### src/design/snd_pkg.sv
`timescale 1ns / 1ps
// Shared types, constants and the base decoder for the site nucleotide diversity block.
// No dependencies; snd_datapath, snd_ctrl and the top level import this package.
package snd_pkg;

    localparam int MAX_SEQUENCES_DEF = 256;
    localparam int FRACTION_BITS_DEF = 16;

    localparam int NUM_ALLELES = 4;
    localparam int NUM_COUNTS  = 5;
    localparam int OUT_FRAC_W  = 17;
    localparam int OUT_COUNT_W = 10;
    localparam int CFG_INDEX_W = 4;

    localparam logic [CFG_INDEX_W-1:0] REG_INBRED_MODE   = 4'd0;
    localparam logic [CFG_INDEX_W-1:0] REG_USABLE_COLUMN = 4'd1;

    typedef enum logic [2:0] {
        ALLELE_A    = 3'd0,
        ALLELE_C    = 3'd1,
        ALLELE_G    = 3'd2,
        ALLELE_T    = 3'd3,
        ALLELE_NONE = 3'd4
    } allele_t;

    typedef struct packed {
        allele_t first;
        allele_t second;
    } decode_t;

    typedef struct packed {
        logic [7:0] base_code;
        logic       allele_pick;
        logic       last_in_column;
    } in_t;

    typedef struct packed {
        logic                   site_defined;
        logic                   segregating;
        logic [OUT_FRAC_W-1:0]  pi_estimate;
        logic [OUT_FRAC_W-1:0]  fourth_column;
        logic [OUT_COUNT_W-1:0] count_a;
        logic [OUT_COUNT_W-1:0] count_c;
        logic [OUT_COUNT_W-1:0] count_g;
        logic [OUT_COUNT_W-1:0] count_t;
        logic [OUT_COUNT_W-1:0] count_missing;
    } out_t;

    typedef enum logic [1:0] {
        MUL_IDLE = 2'd0,
        MUL_SQ   = 2'd1,
        MUL_NN   = 2'd2,
        MUL_ND   = 2'd3
    } mul_op_t;

    typedef enum logic {
        DIV_PI   = 1'b0,
        DIV_FRAC = 1'b1
    } div_sel_t;

    typedef enum logic [3:0] {
        ST_ACCUM,
        ST_SQ,
        ST_NN,
        ST_ND,
        ST_PI_START,
        ST_PI_WAIT,
        ST_FR_START,
        ST_FR_WAIT,
        ST_EMIT
    } state_t;

    typedef struct packed {
        logic        acc_en;
        mul_op_t     mul_op;
        logic [1:0]  sq_idx;
        logic        sq_first;
        logic        div_start;
        div_sel_t    div_sel;
        logic        cap_pi;
        logic        cap_frac;
        logic        load_out;
    } cmd_t;

    typedef struct packed {
        logic div_done;
        logic div_busy;
        logic out_free;
    } status_t;

    // Lower case letters fold to upper case; anything unknown is missing.
    function automatic decode_t decode_base(input logic [7:0] ch);
        logic [7:0] u;
        decode_t    d;
        u = (ch >= "a" && ch <= "z") ? ch - 8'd32 : ch;
        d.first  = ALLELE_NONE;
        d.second = ALLELE_NONE;
        case (u)
            "A": begin d.first = ALLELE_A; d.second = ALLELE_A; end
            "C": begin d.first = ALLELE_C; d.second = ALLELE_C; end
            "G": begin d.first = ALLELE_G; d.second = ALLELE_G; end
            "T": begin d.first = ALLELE_T; d.second = ALLELE_T; end
            "K": begin d.first = ALLELE_G; d.second = ALLELE_T; end
            "M": begin d.first = ALLELE_A; d.second = ALLELE_C; end
            "R": begin d.first = ALLELE_A; d.second = ALLELE_G; end
            "S": begin d.first = ALLELE_C; d.second = ALLELE_G; end
            "W": begin d.first = ALLELE_A; d.second = ALLELE_T; end
            "Y": begin d.first = ALLELE_C; d.second = ALLELE_T; end
            default: begin d.first = ALLELE_NONE; d.second = ALLELE_NONE; end
        endcase
        return d;
    endfunction

endpackage

### src/design/snd_div.sv
`timescale 1ns / 1ps
// Restoring fraction divider: floor(num * 2^FRACTION_BITS / den) for num <= den.
// One quotient bit per cycle; depends on nothing but the clock and reset.
module snd_div #(
    parameter int DW            = 24,
    parameter int FRACTION_BITS = 16
) (
    input  logic                     aclk,
    input  logic                     aresetn,
    input  logic                     start,
    input  logic [DW-1:0]            num,
    input  logic [DW-1:0]            den,
    output logic                     busy,
    output logic                     done,
    output logic [FRACTION_BITS:0]   quot
);

    localparam int CNTW = $clog2(FRACTION_BITS);

    logic                   busy_reg, busy_next;
    logic                   done_reg, done_next;
    logic [CNTW-1:0]        cnt_reg, cnt_next;
    logic [DW-1:0]          r_reg, r_next;
    logic [DW-1:0]          den_reg, den_next;
    logic                   zero_reg, zero_next;
    logic [FRACTION_BITS:0] q_reg, q_next;
    logic [DW:0]            r_shift;
    logic [DW:0]            r_diff;
    logic                   fits;

    assign r_shift = {r_reg, 1'b0};
    assign r_diff  = r_shift - {1'b0, den_reg};
    assign fits    = r_shift >= {1'b0, den_reg};

    always_comb begin
        busy_next = busy_reg;
        done_next = 1'b0;
        cnt_next  = cnt_reg;
        r_next    = r_reg;
        den_next  = den_reg;
        zero_next = zero_reg;
        q_next    = q_reg;
        if (start) begin
            busy_next = 1'b1;
            cnt_next  = '0;
            den_next  = den;
            zero_next = (den == '0);
            // The integer part is 0 or 1 because num never exceeds den.
            if (num >= den) begin
                q_next = (FRACTION_BITS+1)'(1);
                r_next = num - den;
            end else begin
                q_next = '0;
                r_next = num;
            end
        end else if (busy_reg) begin
            q_next = {q_reg[FRACTION_BITS-1:0], fits};
            r_next = fits ? r_diff[DW-1:0] : r_shift[DW-1:0];
            cnt_next = cnt_reg + CNTW'(1);
            if (cnt_reg == CNTW'(FRACTION_BITS - 1)) begin
                busy_next = 1'b0;
                done_next = 1'b1;
            end
        end
    end

    always_ff @(posedge aclk) begin
        if (!aresetn) begin
            busy_reg <= 1'b0;
            done_reg <= 1'b0;
            cnt_reg  <= '0;
        end else begin
            busy_reg <= busy_next;
            done_reg <= done_next;
            cnt_reg  <= cnt_next;
        end
        r_reg    <= r_next;
        den_reg  <= den_next;
        zero_reg <= zero_next;
        q_reg    <= q_next;
    end

    assign busy = busy_reg;
    assign done = done_reg;
    assign quot = zero_reg ? '0 : q_reg;

endmodule

### src/design/snd_datapath.sv
`timescale 1ns / 1ps
// Datapath: configuration registers, allele counters, the shared multiplier,
// the fraction divider and the output register. Uses snd_pkg and snd_div.
module snd_datapath import snd_pkg::*; #(
    parameter int MAX_SEQUENCES = MAX_SEQUENCES_DEF,
    parameter int FRACTION_BITS = FRACTION_BITS_DEF
) (
    input  logic                   aclk,
    input  logic                   aresetn,
    input  logic                   cfg_valid,
    input  logic [CFG_INDEX_W-1:0] cfg_index,
    input  logic                   cfg_data,
    input  in_t                    s_data,
    input  cmd_t                   cmd,
    output status_t                status,
    output logic                   m_valid,
    input  logic                   m_ready,
    output out_t                   m_data
);

    localparam int COUNT_LIMIT = 2 * MAX_SEQUENCES;
    localparam int CW = $clog2(COUNT_LIMIT + 1);
    localparam int NW = CW + 2;
    localparam int TW = CW + 3;
    localparam int PW = 2 * NW;
    localparam int QW = FRACTION_BITS + 1;

    logic            inbred_mode_reg;
    logic            usable_column_reg;
    logic [CW-1:0]   counts_reg [NUM_COUNTS];
    logic [CW-1:0]   counts_next [NUM_COUNTS];
    logic [1:0]      inc [NUM_COUNTS];
    logic [CW:0]     sum [NUM_COUNTS];
    decode_t         dec;
    allele_t         pick_allele;
    logic [1:0]      amt;

    logic [NW-1:0]   n_reg;
    logic [TW-1:0]   total_reg;
    logic [PW-1:0]   sumsq_reg, nn_reg, den_reg, num_reg;
    logic [QW-1:0]   pi_reg, frac_reg;
    logic            out_valid_reg;
    out_t            out_reg, out_next;

    logic [NW-1:0]   n_sum;
    logic [TW-1:0]   total_sum;
    logic [CW-1:0]   sq_operand;
    logic [NW-1:0]   mul_a, mul_b;
    logic [PW-1:0]   prod;
    logic            site_defined;
    logic [PW-1:0]   div_num, div_den;
    logic            div_busy, div_done;
    logic [QW-1:0]   div_quot;
    logic [QW-1:0]   fourth_raw;
    logic [QW+OUT_FRAC_W-1:0] pi_wide, fourth_wide;

    // ---------------- allele accumulation ----------------
    assign dec         = decode_base(s_data.base_code);
    assign pick_allele = s_data.allele_pick ? dec.second : dec.first;
    assign amt         = inbred_mode_reg ? 2'd1 : 2'd2;

    always_comb begin
        for (int k = 0; k < NUM_COUNTS; k++) begin
            inc[k] = 2'd0;
            if (dec.first == dec.second) begin
                // Plain bases and missing characters alike.
                if (dec.first == allele_t'(3'(k))) inc[k] = amt;
            end else if (inbred_mode_reg) begin
                if (pick_allele == allele_t'(3'(k))) inc[k] = 2'd1;
            end else if (dec.first == allele_t'(3'(k)) || dec.second == allele_t'(3'(k))) begin
                inc[k] = 2'd1;
            end
            sum[k] = {1'b0, counts_reg[k]} + (CW+1)'(inc[k]);
            if (cmd.load_out) begin
                counts_next[k] = '0;
            end else if (cmd.acc_en) begin
                counts_next[k] = (sum[k] > (CW+1)'(COUNT_LIMIT)) ? CW'(COUNT_LIMIT)
                                                                 : sum[k][CW-1:0];
            end else begin
                counts_next[k] = counts_reg[k];
            end
        end
    end

    // ---------------- column arithmetic ----------------
    assign n_sum = NW'(counts_reg[ALLELE_A]) + NW'(counts_reg[ALLELE_C])
                 + NW'(counts_reg[ALLELE_G]) + NW'(counts_reg[ALLELE_T]);
    assign total_sum  = TW'(n_sum) + TW'(counts_reg[ALLELE_NONE]);
    assign sq_operand = counts_reg[{1'b0, cmd.sq_idx}];

    always_comb begin
        case (cmd.mul_op)
            MUL_SQ: begin
                mul_a = NW'(sq_operand);
                mul_b = NW'(sq_operand);
            end
            MUL_NN: begin
                mul_a = n_reg;
                mul_b = n_reg;
            end
            MUL_ND: begin
                mul_a = n_reg;
                mul_b = n_reg - NW'(1);
            end
            default: begin
                mul_a = '0;
                mul_b = '0;
            end
        endcase
    end

    assign prod         = mul_a * mul_b;
    assign site_defined = n_reg > NW'(1);

    assign div_num = (cmd.div_sel == DIV_PI) ? num_reg : PW'(n_reg);
    assign div_den = (cmd.div_sel == DIV_PI) ? (site_defined ? den_reg : '0)
                                             : PW'(total_reg);

    snd_div #(
        .DW            (PW),
        .FRACTION_BITS (FRACTION_BITS)
    ) u_div (
        .aclk    (aclk),
        .aresetn (aresetn),
        .start   (cmd.div_start),
        .num     (div_num),
        .den     (div_den),
        .busy    (div_busy),
        .done    (div_done),
        .quot    (div_quot)
    );

    // ---------------- result assembly ----------------
    always_comb begin
        if (usable_column_reg) begin
            fourth_raw = frac_reg;
        end else begin
            fourth_raw = site_defined ? '0 : {1'b1, {FRACTION_BITS{1'b0}}};
        end
    end

    assign pi_wide     = {{OUT_FRAC_W{1'b0}}, pi_reg};
    assign fourth_wide = {{OUT_FRAC_W{1'b0}}, fourth_raw};

    always_comb begin
        out_next.site_defined  = site_defined;
        out_next.segregating   = site_defined && (num_reg != '0);
        out_next.pi_estimate   = pi_wide[OUT_FRAC_W-1:0];
        out_next.fourth_column = fourth_wide[OUT_FRAC_W-1:0];
        out_next.count_a       = OUT_COUNT_W'({{OUT_COUNT_W{1'b0}}, counts_reg[ALLELE_A]});
        out_next.count_c       = OUT_COUNT_W'({{OUT_COUNT_W{1'b0}}, counts_reg[ALLELE_C]});
        out_next.count_g       = OUT_COUNT_W'({{OUT_COUNT_W{1'b0}}, counts_reg[ALLELE_G]});
        out_next.count_t       = OUT_COUNT_W'({{OUT_COUNT_W{1'b0}}, counts_reg[ALLELE_T]});
        out_next.count_missing = OUT_COUNT_W'({{OUT_COUNT_W{1'b0}}, counts_reg[ALLELE_NONE]});
    end

    // ---------------- registers ----------------
    always_ff @(posedge aclk) begin
        if (!aresetn) begin
            inbred_mode_reg   <= 1'b0;
            usable_column_reg <= 1'b0;
            out_valid_reg     <= 1'b0;
            for (int k = 0; k < NUM_COUNTS; k++) begin
                counts_reg[k] <= '0;
            end
        end else begin
            if (cfg_valid && cfg_index == REG_INBRED_MODE) begin
                inbred_mode_reg <= cfg_data;
            end
            if (cfg_valid && cfg_index == REG_USABLE_COLUMN) begin
                usable_column_reg <= cfg_data;
            end
            for (int k = 0; k < NUM_COUNTS; k++) begin
                counts_reg[k] <= counts_next[k];
            end
            if (cmd.load_out) begin
                out_valid_reg <= 1'b1;
            end else if (m_ready) begin
                out_valid_reg <= 1'b0;
            end
        end
    end

    always_ff @(posedge aclk) begin
        if (cmd.mul_op == MUL_SQ) begin
            if (cmd.sq_first) begin
                n_reg     <= n_sum;
                total_reg <= total_sum;
                sumsq_reg <= prod;
            end else begin
                sumsq_reg <= sumsq_reg + prod;
            end
        end
        if (cmd.mul_op == MUL_NN) begin
            nn_reg <= prod;
        end
        if (cmd.mul_op == MUL_ND) begin
            den_reg <= prod;
            num_reg <= nn_reg - sumsq_reg;
        end
        if (cmd.cap_pi) begin
            pi_reg <= div_quot;
        end
        if (cmd.cap_frac) begin
            frac_reg <= div_quot;
        end
        if (cmd.load_out) begin
            out_reg <= out_next;
        end
    end

    assign status.div_done = div_done;
    assign status.div_busy = div_busy;
    assign status.out_free = !out_valid_reg || m_ready;
    assign m_valid         = out_valid_reg;
    assign m_data          = out_reg;

endmodule

### src/design/snd_ctrl.sv
`timescale 1ns / 1ps
// Controller: sequences accumulation, the sum of squares, the two divisions
// and the hand-off to the output register. Uses snd_pkg.
module snd_ctrl import snd_pkg::*; (
    input  logic    aclk,
    input  logic    aresetn,
    input  logic    s_valid,
    input  logic    s_last,
    output logic    s_ready,
    input  status_t status,
    output cmd_t    cmd
);

    state_t     state_reg, state_next;
    logic [1:0] sq_idx_reg, sq_idx_next;

    always_ff @(posedge aclk) begin
        if (!aresetn) begin
            state_reg  <= ST_ACCUM;
            sq_idx_reg <= '0;
        end else begin
            state_reg  <= state_next;
            sq_idx_reg <= sq_idx_next;
        end
    end

    always_comb begin
        state_next    = state_reg;
        sq_idx_next   = sq_idx_reg;
        s_ready       = 1'b0;
        cmd.acc_en    = 1'b0;
        cmd.mul_op    = MUL_IDLE;
        cmd.sq_idx    = sq_idx_reg;
        cmd.sq_first  = 1'b0;
        cmd.div_start = 1'b0;
        cmd.div_sel   = DIV_PI;
        cmd.cap_pi    = 1'b0;
        cmd.cap_frac  = 1'b0;
        cmd.load_out  = 1'b0;
        case (state_reg)
            ST_ACCUM: begin
                s_ready    = 1'b1;
                cmd.acc_en = s_valid;
                if (s_valid && s_last) begin
                    sq_idx_next = '0;
                    state_next  = ST_SQ;
                end
            end
            ST_SQ: begin
                cmd.mul_op   = MUL_SQ;
                cmd.sq_first = (sq_idx_reg == '0);
                sq_idx_next  = sq_idx_reg + 2'd1;
                if (sq_idx_reg == 2'(NUM_ALLELES - 1)) begin
                    state_next = ST_NN;
                end
            end
            ST_NN: begin
                cmd.mul_op = MUL_NN;
                state_next = ST_ND;
            end
            ST_ND: begin
                cmd.mul_op = MUL_ND;
                state_next = ST_PI_START;
            end
            ST_PI_START: begin
                cmd.div_start = 1'b1;
                cmd.div_sel   = DIV_PI;
                state_next    = ST_PI_WAIT;
            end
            ST_PI_WAIT: begin
                if (status.div_done) begin
                    cmd.cap_pi = 1'b1;
                    state_next = ST_FR_START;
                end
            end
            ST_FR_START: begin
                cmd.div_start = 1'b1;
                cmd.div_sel   = DIV_FRAC;
                state_next    = ST_FR_WAIT;
            end
            ST_FR_WAIT: begin
                cmd.div_sel = DIV_FRAC;
                if (status.div_done) begin
                    cmd.cap_frac = 1'b1;
                    state_next   = ST_EMIT;
                end
            end
            ST_EMIT: begin
                // Hold here while the previous column's word is still unread.
                if (status.out_free) begin
                    cmd.load_out = 1'b1;
                    state_next   = ST_ACCUM;
                end
            end
            default: begin
                state_next = ST_ACCUM;
            end
        endcase
    end

endmodule

### src/design/site_nucleotide_diversity_core.sv
`timescale 1ns / 1ps
// Per-site nucleotide diversity (pi) estimator for one alignment column at a time.
// Top level; uses snd_pkg, snd_ctrl and snd_datapath (which holds snd_div).
//
// Usage:
//   s_valid/s_ready/s_data: one word per sequence, holding the base character,
//   the allele pick bit for inbred heterozygous codes and the end-of-column mark.
//   m_valid/m_ready/m_data: one word per column with site_defined, segregating,
//   pi and the fourth column in Q1.FRACTION_BITS, and the five allele counts.
//   cfg_valid/cfg_ready/cfg_index/cfg_data: register 0 selects inbred mode,
//   register 1 selects the usable fraction for the fourth column. cfg_ready is
//   always high; writes belong between columns.
// Timing: within a column one word is taken every cycle. After the word that
// ends a column, s_ready stays low while the column is reduced: squaring of the
// four allele counts through the single multiplier, two more products, then two
// divisions on the shared radix-2 divider at one quotient bit a cycle.
// A pending result sits in the output register; the next column is accepted
// meanwhile, and only its own result waits until m_ready frees the register.
// Reset clears the counters, both configuration registers and m_valid.
module site_nucleotide_diversity_core import snd_pkg::*; #(
    parameter int MAX_SEQUENCES = MAX_SEQUENCES_DEF,
    parameter int FRACTION_BITS = FRACTION_BITS_DEF
) (
    input  logic                   aclk,
    input  logic                   aresetn,
    input  logic                   cfg_valid,
    output logic                   cfg_ready,
    input  logic [CFG_INDEX_W-1:0] cfg_index,
    input  logic                   cfg_data,
    input  logic                   s_valid,
    output logic                   s_ready,
    input  in_t                    s_data,
    output logic                   m_valid,
    input  logic                   m_ready,
    output out_t                   m_data
);

    cmd_t    cmd;
    status_t status;

    assign cfg_ready = 1'b1;

    snd_ctrl u_ctrl (
        .aclk    (aclk),
        .aresetn (aresetn),
        .s_valid (s_valid),
        .s_last  (s_data.last_in_column),
        .s_ready (s_ready),
        .status  (status),
        .cmd     (cmd)
    );

    snd_datapath #(
        .MAX_SEQUENCES (MAX_SEQUENCES),
        .FRACTION_BITS (FRACTION_BITS)
    ) u_datapath (
        .aclk      (aclk),
        .aresetn   (aresetn),
        .cfg_valid (cfg_valid),
        .cfg_index (cfg_index),
        .cfg_data  (cfg_data),
        .s_data    (s_data),
        .cmd       (cmd),
        .status    (status),
        .m_valid   (m_valid),
        .m_ready   (m_ready),
        .m_data    (m_data)
    );

    // The column end must stop intake until the result has been formed.
    a_last_stalls: assert property (@(posedge aclk) disable iff (!aresetn)
        s_valid && s_ready && s_data.last_in_column |=> !s_ready)
        else $error("input accepted right after the end of a column");

    // A new result never overwrites one that is still unread.
    a_load_free: assert property (@(posedge aclk) disable iff (!aresetn)
        cmd.load_out |-> status.out_free)
        else $error("output register loaded while occupied");

    // The divider is only started when idle.
    a_div_idle: assert property (@(posedge aclk) disable iff (!aresetn)
        cmd.div_start |-> !status.div_busy)
        else $error("divider started while busy");

    // m_valid rises only from a load by the controller.
    a_mvalid_src: assert property (@(posedge aclk) disable iff (!aresetn)
        $rose(m_valid) |-> $past(cmd.load_out))
        else $error("result word appeared without a load");

endmodule
### config.mk
export PLATFORM = sky130hd
export DESIGN_NAME = site_nucleotide_diversity_core
export DESIGN_NICKNAME = d
export VERILOG_FILES = /design/src/design/snd_pkg.sv /design/src/design/snd_div.sv /design/src/design/snd_datapath.sv /design/src/design/snd_ctrl.sv /design/src/design/site_nucleotide_diversity_core.sv
export SDC_FILE = /design/constraint.sdc
export NUM_CORES = 1
export LEC_CHECK = 0
export BUFFER_PORTS_ARGS = -buffer_cell sky130_fd_sc_hd__buf_4
export CAP_MARGIN = 20
export CELL_PAD_IN_SITES_DETAIL_PLACEMENT = 0
export CELL_PAD_IN_SITES_GLOBAL_PLACEMENT = 1
export CORE_MARGIN = 4
export CORE_UTILIZATION = 44
export DETAILED_ROUTE_END_ITERATION = 8
export PLACE_DENSITY = 0.8
export SKIP_CTS_REPAIR_TIMING = 1
export SYNTH_ARGS = -nofsm -noshare
export SYNTH_HDL_FRONTEND = slang
export SYNTH_SLANG_ARGS = --single-unit
### constraint.sdc
create_clock -name aclk -period 8.5 [get_ports aclk]
set_input_delay 0.85 -clock aclk [delete_from_list [all_inputs] [get_ports aclk]]
set_output_delay 0.85 -clock aclk [all_outputs]
set_load 0.01 [all_outputs]
==> impl_results.md <==
* Outcome: finished clean
* Dominant synthesized flop cell: edfxtp_1
* CP Class: reg2reg
* Pint at 0.00451 W
* Grt ovf at 0
* Tightest Pin Transition at 0.988 ns
* Post-synth EDFFs at 307
* Fin cells at 3787
* PwrDens at 228 nW/µm²
* Net Switching at 0.00259 W
* Placed instance count at 3706
* Post-detail-place hpwl at 56200 µm
* CORE AREA at 60800 µm²
* Post-synth top area cell: edfxtp_1
* Die extent in y at 257 µm
* Remaining DRCs at 0
* Largest delay share family, worst path: adder cells
* Setup crit start kind: register
* Worst EP required at 8.81 ns
* Starting density of the core at 44.8%
* Leak pwr at 13.1 nW
* TritonCTS clock tree: built
* Crit path max-delay cell type: fa_1
* First-pass GRT wire length at 116000 µm
* Max reg flops at 86
* # rows at 90
* Syn. warnings at 0
* Unique cell type count in the Yosys netlist at 99
* M2 GR Usage at 36.0%
* Final Cycle Share at 96.1%
* Area growth from synthesis to layout at 14.3%
* Syn Inst Count at 2803
* Initial antenna violation count at 0
* Clock power frac at 26.2%
* Vias in the first global route at 21400
* Class of the worst hold path: reg2reg
* Asr flop ratio synth at 0%
* Mean Syn Cell Area at 9.72 µm²
* Die area at 66000 µm²
* Clk buf depth at 3
* FF+latch count, synth at 374
* I/O pin cnt at 109
* CP Capture Type: register
* Slew Viols, Final at 0
* Switching share of total power at 36.5%
* DR iter-0 viols at 1579
* Routing usage on met3 at 2.67%
* Worst VDD drop at 0.135 mV
* Final setup margin at 0.330 ns
* CTS H-Tree Depth at 2
* Clk Latency, worst-skew pair at 0.59 ns
* GR peak layer: met2
* Nets at 3317
* Total Routing Usage GR at 21.7%
* DIE WIDTH at 257 µm
* Clk slew on worst S/H paths at 0.07 ns
* Final Hold Viols at 0
* DR vias at 21200
* Sequential area share after synthesis at 38.8%
* PortBufs at 107
* Pre-antenna DRT Iters at 6
* DP Worst Slack at 0.166 ns
* Vias per std cell at 5.61
* Drt total wl at 72300 µm
* Main area contributors after synthesis: edfxtp_1 34%, ha_1 9.3%, fa_1 9.0%, dfxtp_1 4.9%, inv_1 4.4%
* Cts bufs inserted at 43
* CTS root buf: clkbuf_16
* Max Clock Skew at 0.0301 ns
* Seq pwr share at 36.7%
* Crit path time final at 8.17 ns
* Sink Count at 374
* CP bufs+invs at 6
* Wire length per cell at 19.1 µm
* GPL Wtd Cong at 0.945
* Ant diodes at 0
* CP peak stage delay at 0.59 ns
* Top-count cell post-synth: inv_1
* M1 GR Usage at 30.2%
* # setup viols final at 0
* Max cap viols at 0
* Arrival time at the worst endpoint at 8.48 ns
* Syn nets at 3148
* Largest net degree at the start of global routing at 71
* Final ANT Viol Nets at 0
* Cell area after synthesis at 27200 µm²
* Comb power frac at 37.0%
* Share of the synthesized area in the top cell type at 33.8%
* Most frequent CP cell: fa_1
* Commonest cells in the synthesized netlist: 319 x inv_1, 307 x edfxtp_1, 279 x nand2_1
* Final total power at 0.00710 W
* Critical path fanouts, max at 5
* Share of cells above drive strength 1 at 12.8%
* Slew headroom at 34.2%
* F_max at 122 MHz
## power by group through the flow
| stage | Combinational, W | Clock [W] | Sequential, W |
|---|---|---|---|
| finish | 0.00263 | 0.00186 | 0.00261 |
| detailed placement | 0.00258 | 0 | 0.00264 |
| global route | 0.00292 | 0.00198 | 0.00264 |
| floorplan | 0.00172 | 0 | 0.00263 |
| global placement | 0.00252 | 0 | 0.00264 |
| CTS | 0.00259 | 0.00190 | 0.00261 |
## logic make-up after synthesis
group,after synthesis,synth area share (%)
AO/OA/AOI/OAI,627,14.8
XOR/XNOR,132,4.24
adder cells (fa/ha/maj),325,18.3
buffers and inverters,425,6.01
flip-flops,374,38.8
multiplexers,38,1.91
other,1,0.0138
AND/OR/NAND/NOR,881,16.0
## worst paths after layout
check,from,end,slack [ns],cells past startpoint
setup / recovery,u_datapath.n_reg[1],u_datapath.sumsq_reg[23],0.33,33
setup reg to reg,u_datapath.n_reg[1],u_datapath.sumsq_reg[23],0.33,33
hold reg to reg,u_datapath.pi_reg[5],u_datapath.m_data[72],0.42,0
hold / removal,u_datapath.pi_reg[5],u_datapath.m_data[72],0.42,0
## metal layers
layer  share of wire, %  vias to the layer above
met5                  0                        -
met3                5.7                      116
li1                   -                    10200
met1                 45                    10300
met4                2.8                        0
met2                 47                      632
## per-stage QoR
step | util (%) | TNS [ns] | hold WS [ns] | instance area, µm²
finish | 51.2 | 0 | 0.417 | 31100
global route | 51.2 | -0.0352 | 0.422 | 31100
CTS | 50.9 | 0 | 0.420 | 31000
detailed placement | 48.6 | 0 | 0.407 | 29500
global placement | 48.5 | 0 | 0.407 | 29500
floorplan | - | 0 | 0.400 | 27200
## cell usage in the layout, fill, tap and decap left out, types with 25 or more instances in the layout
cell type	synthesis	final
nand2b_1	26	25
nand3_1	50	50
nor2_1	201	194
buf_4	3	224
a211oi_1	40	40
a21oi_1	181	179
o21a_1	26	26
edfxtp_1	307	307
clkbuf_16	0	43
ha_1	203	199
nand2_1	279	279
o21ai_0	129	129
dfxtp_1	67	67
a21o_1	41	41
nor2b_1	38	38
nor3_1	47	45
xnor2_1	94	91
inv_1	319	317
fa_1	122	122
a31oi_1	39	39
xor2_1	38	37
nand4_1	28	28
and2_1	76	76
## final cells by class
type	instances	area, µm²
fillers	5472	29700
multi-input cells	2004	15200
flip-flops and latches	374	10600
repair buffers	227	1730
inverters	322	1210
clock buffers	51	1140
well taps	782	978
clock inverters	27	297
Note: power is estimated with default switching activity, not from simulation.
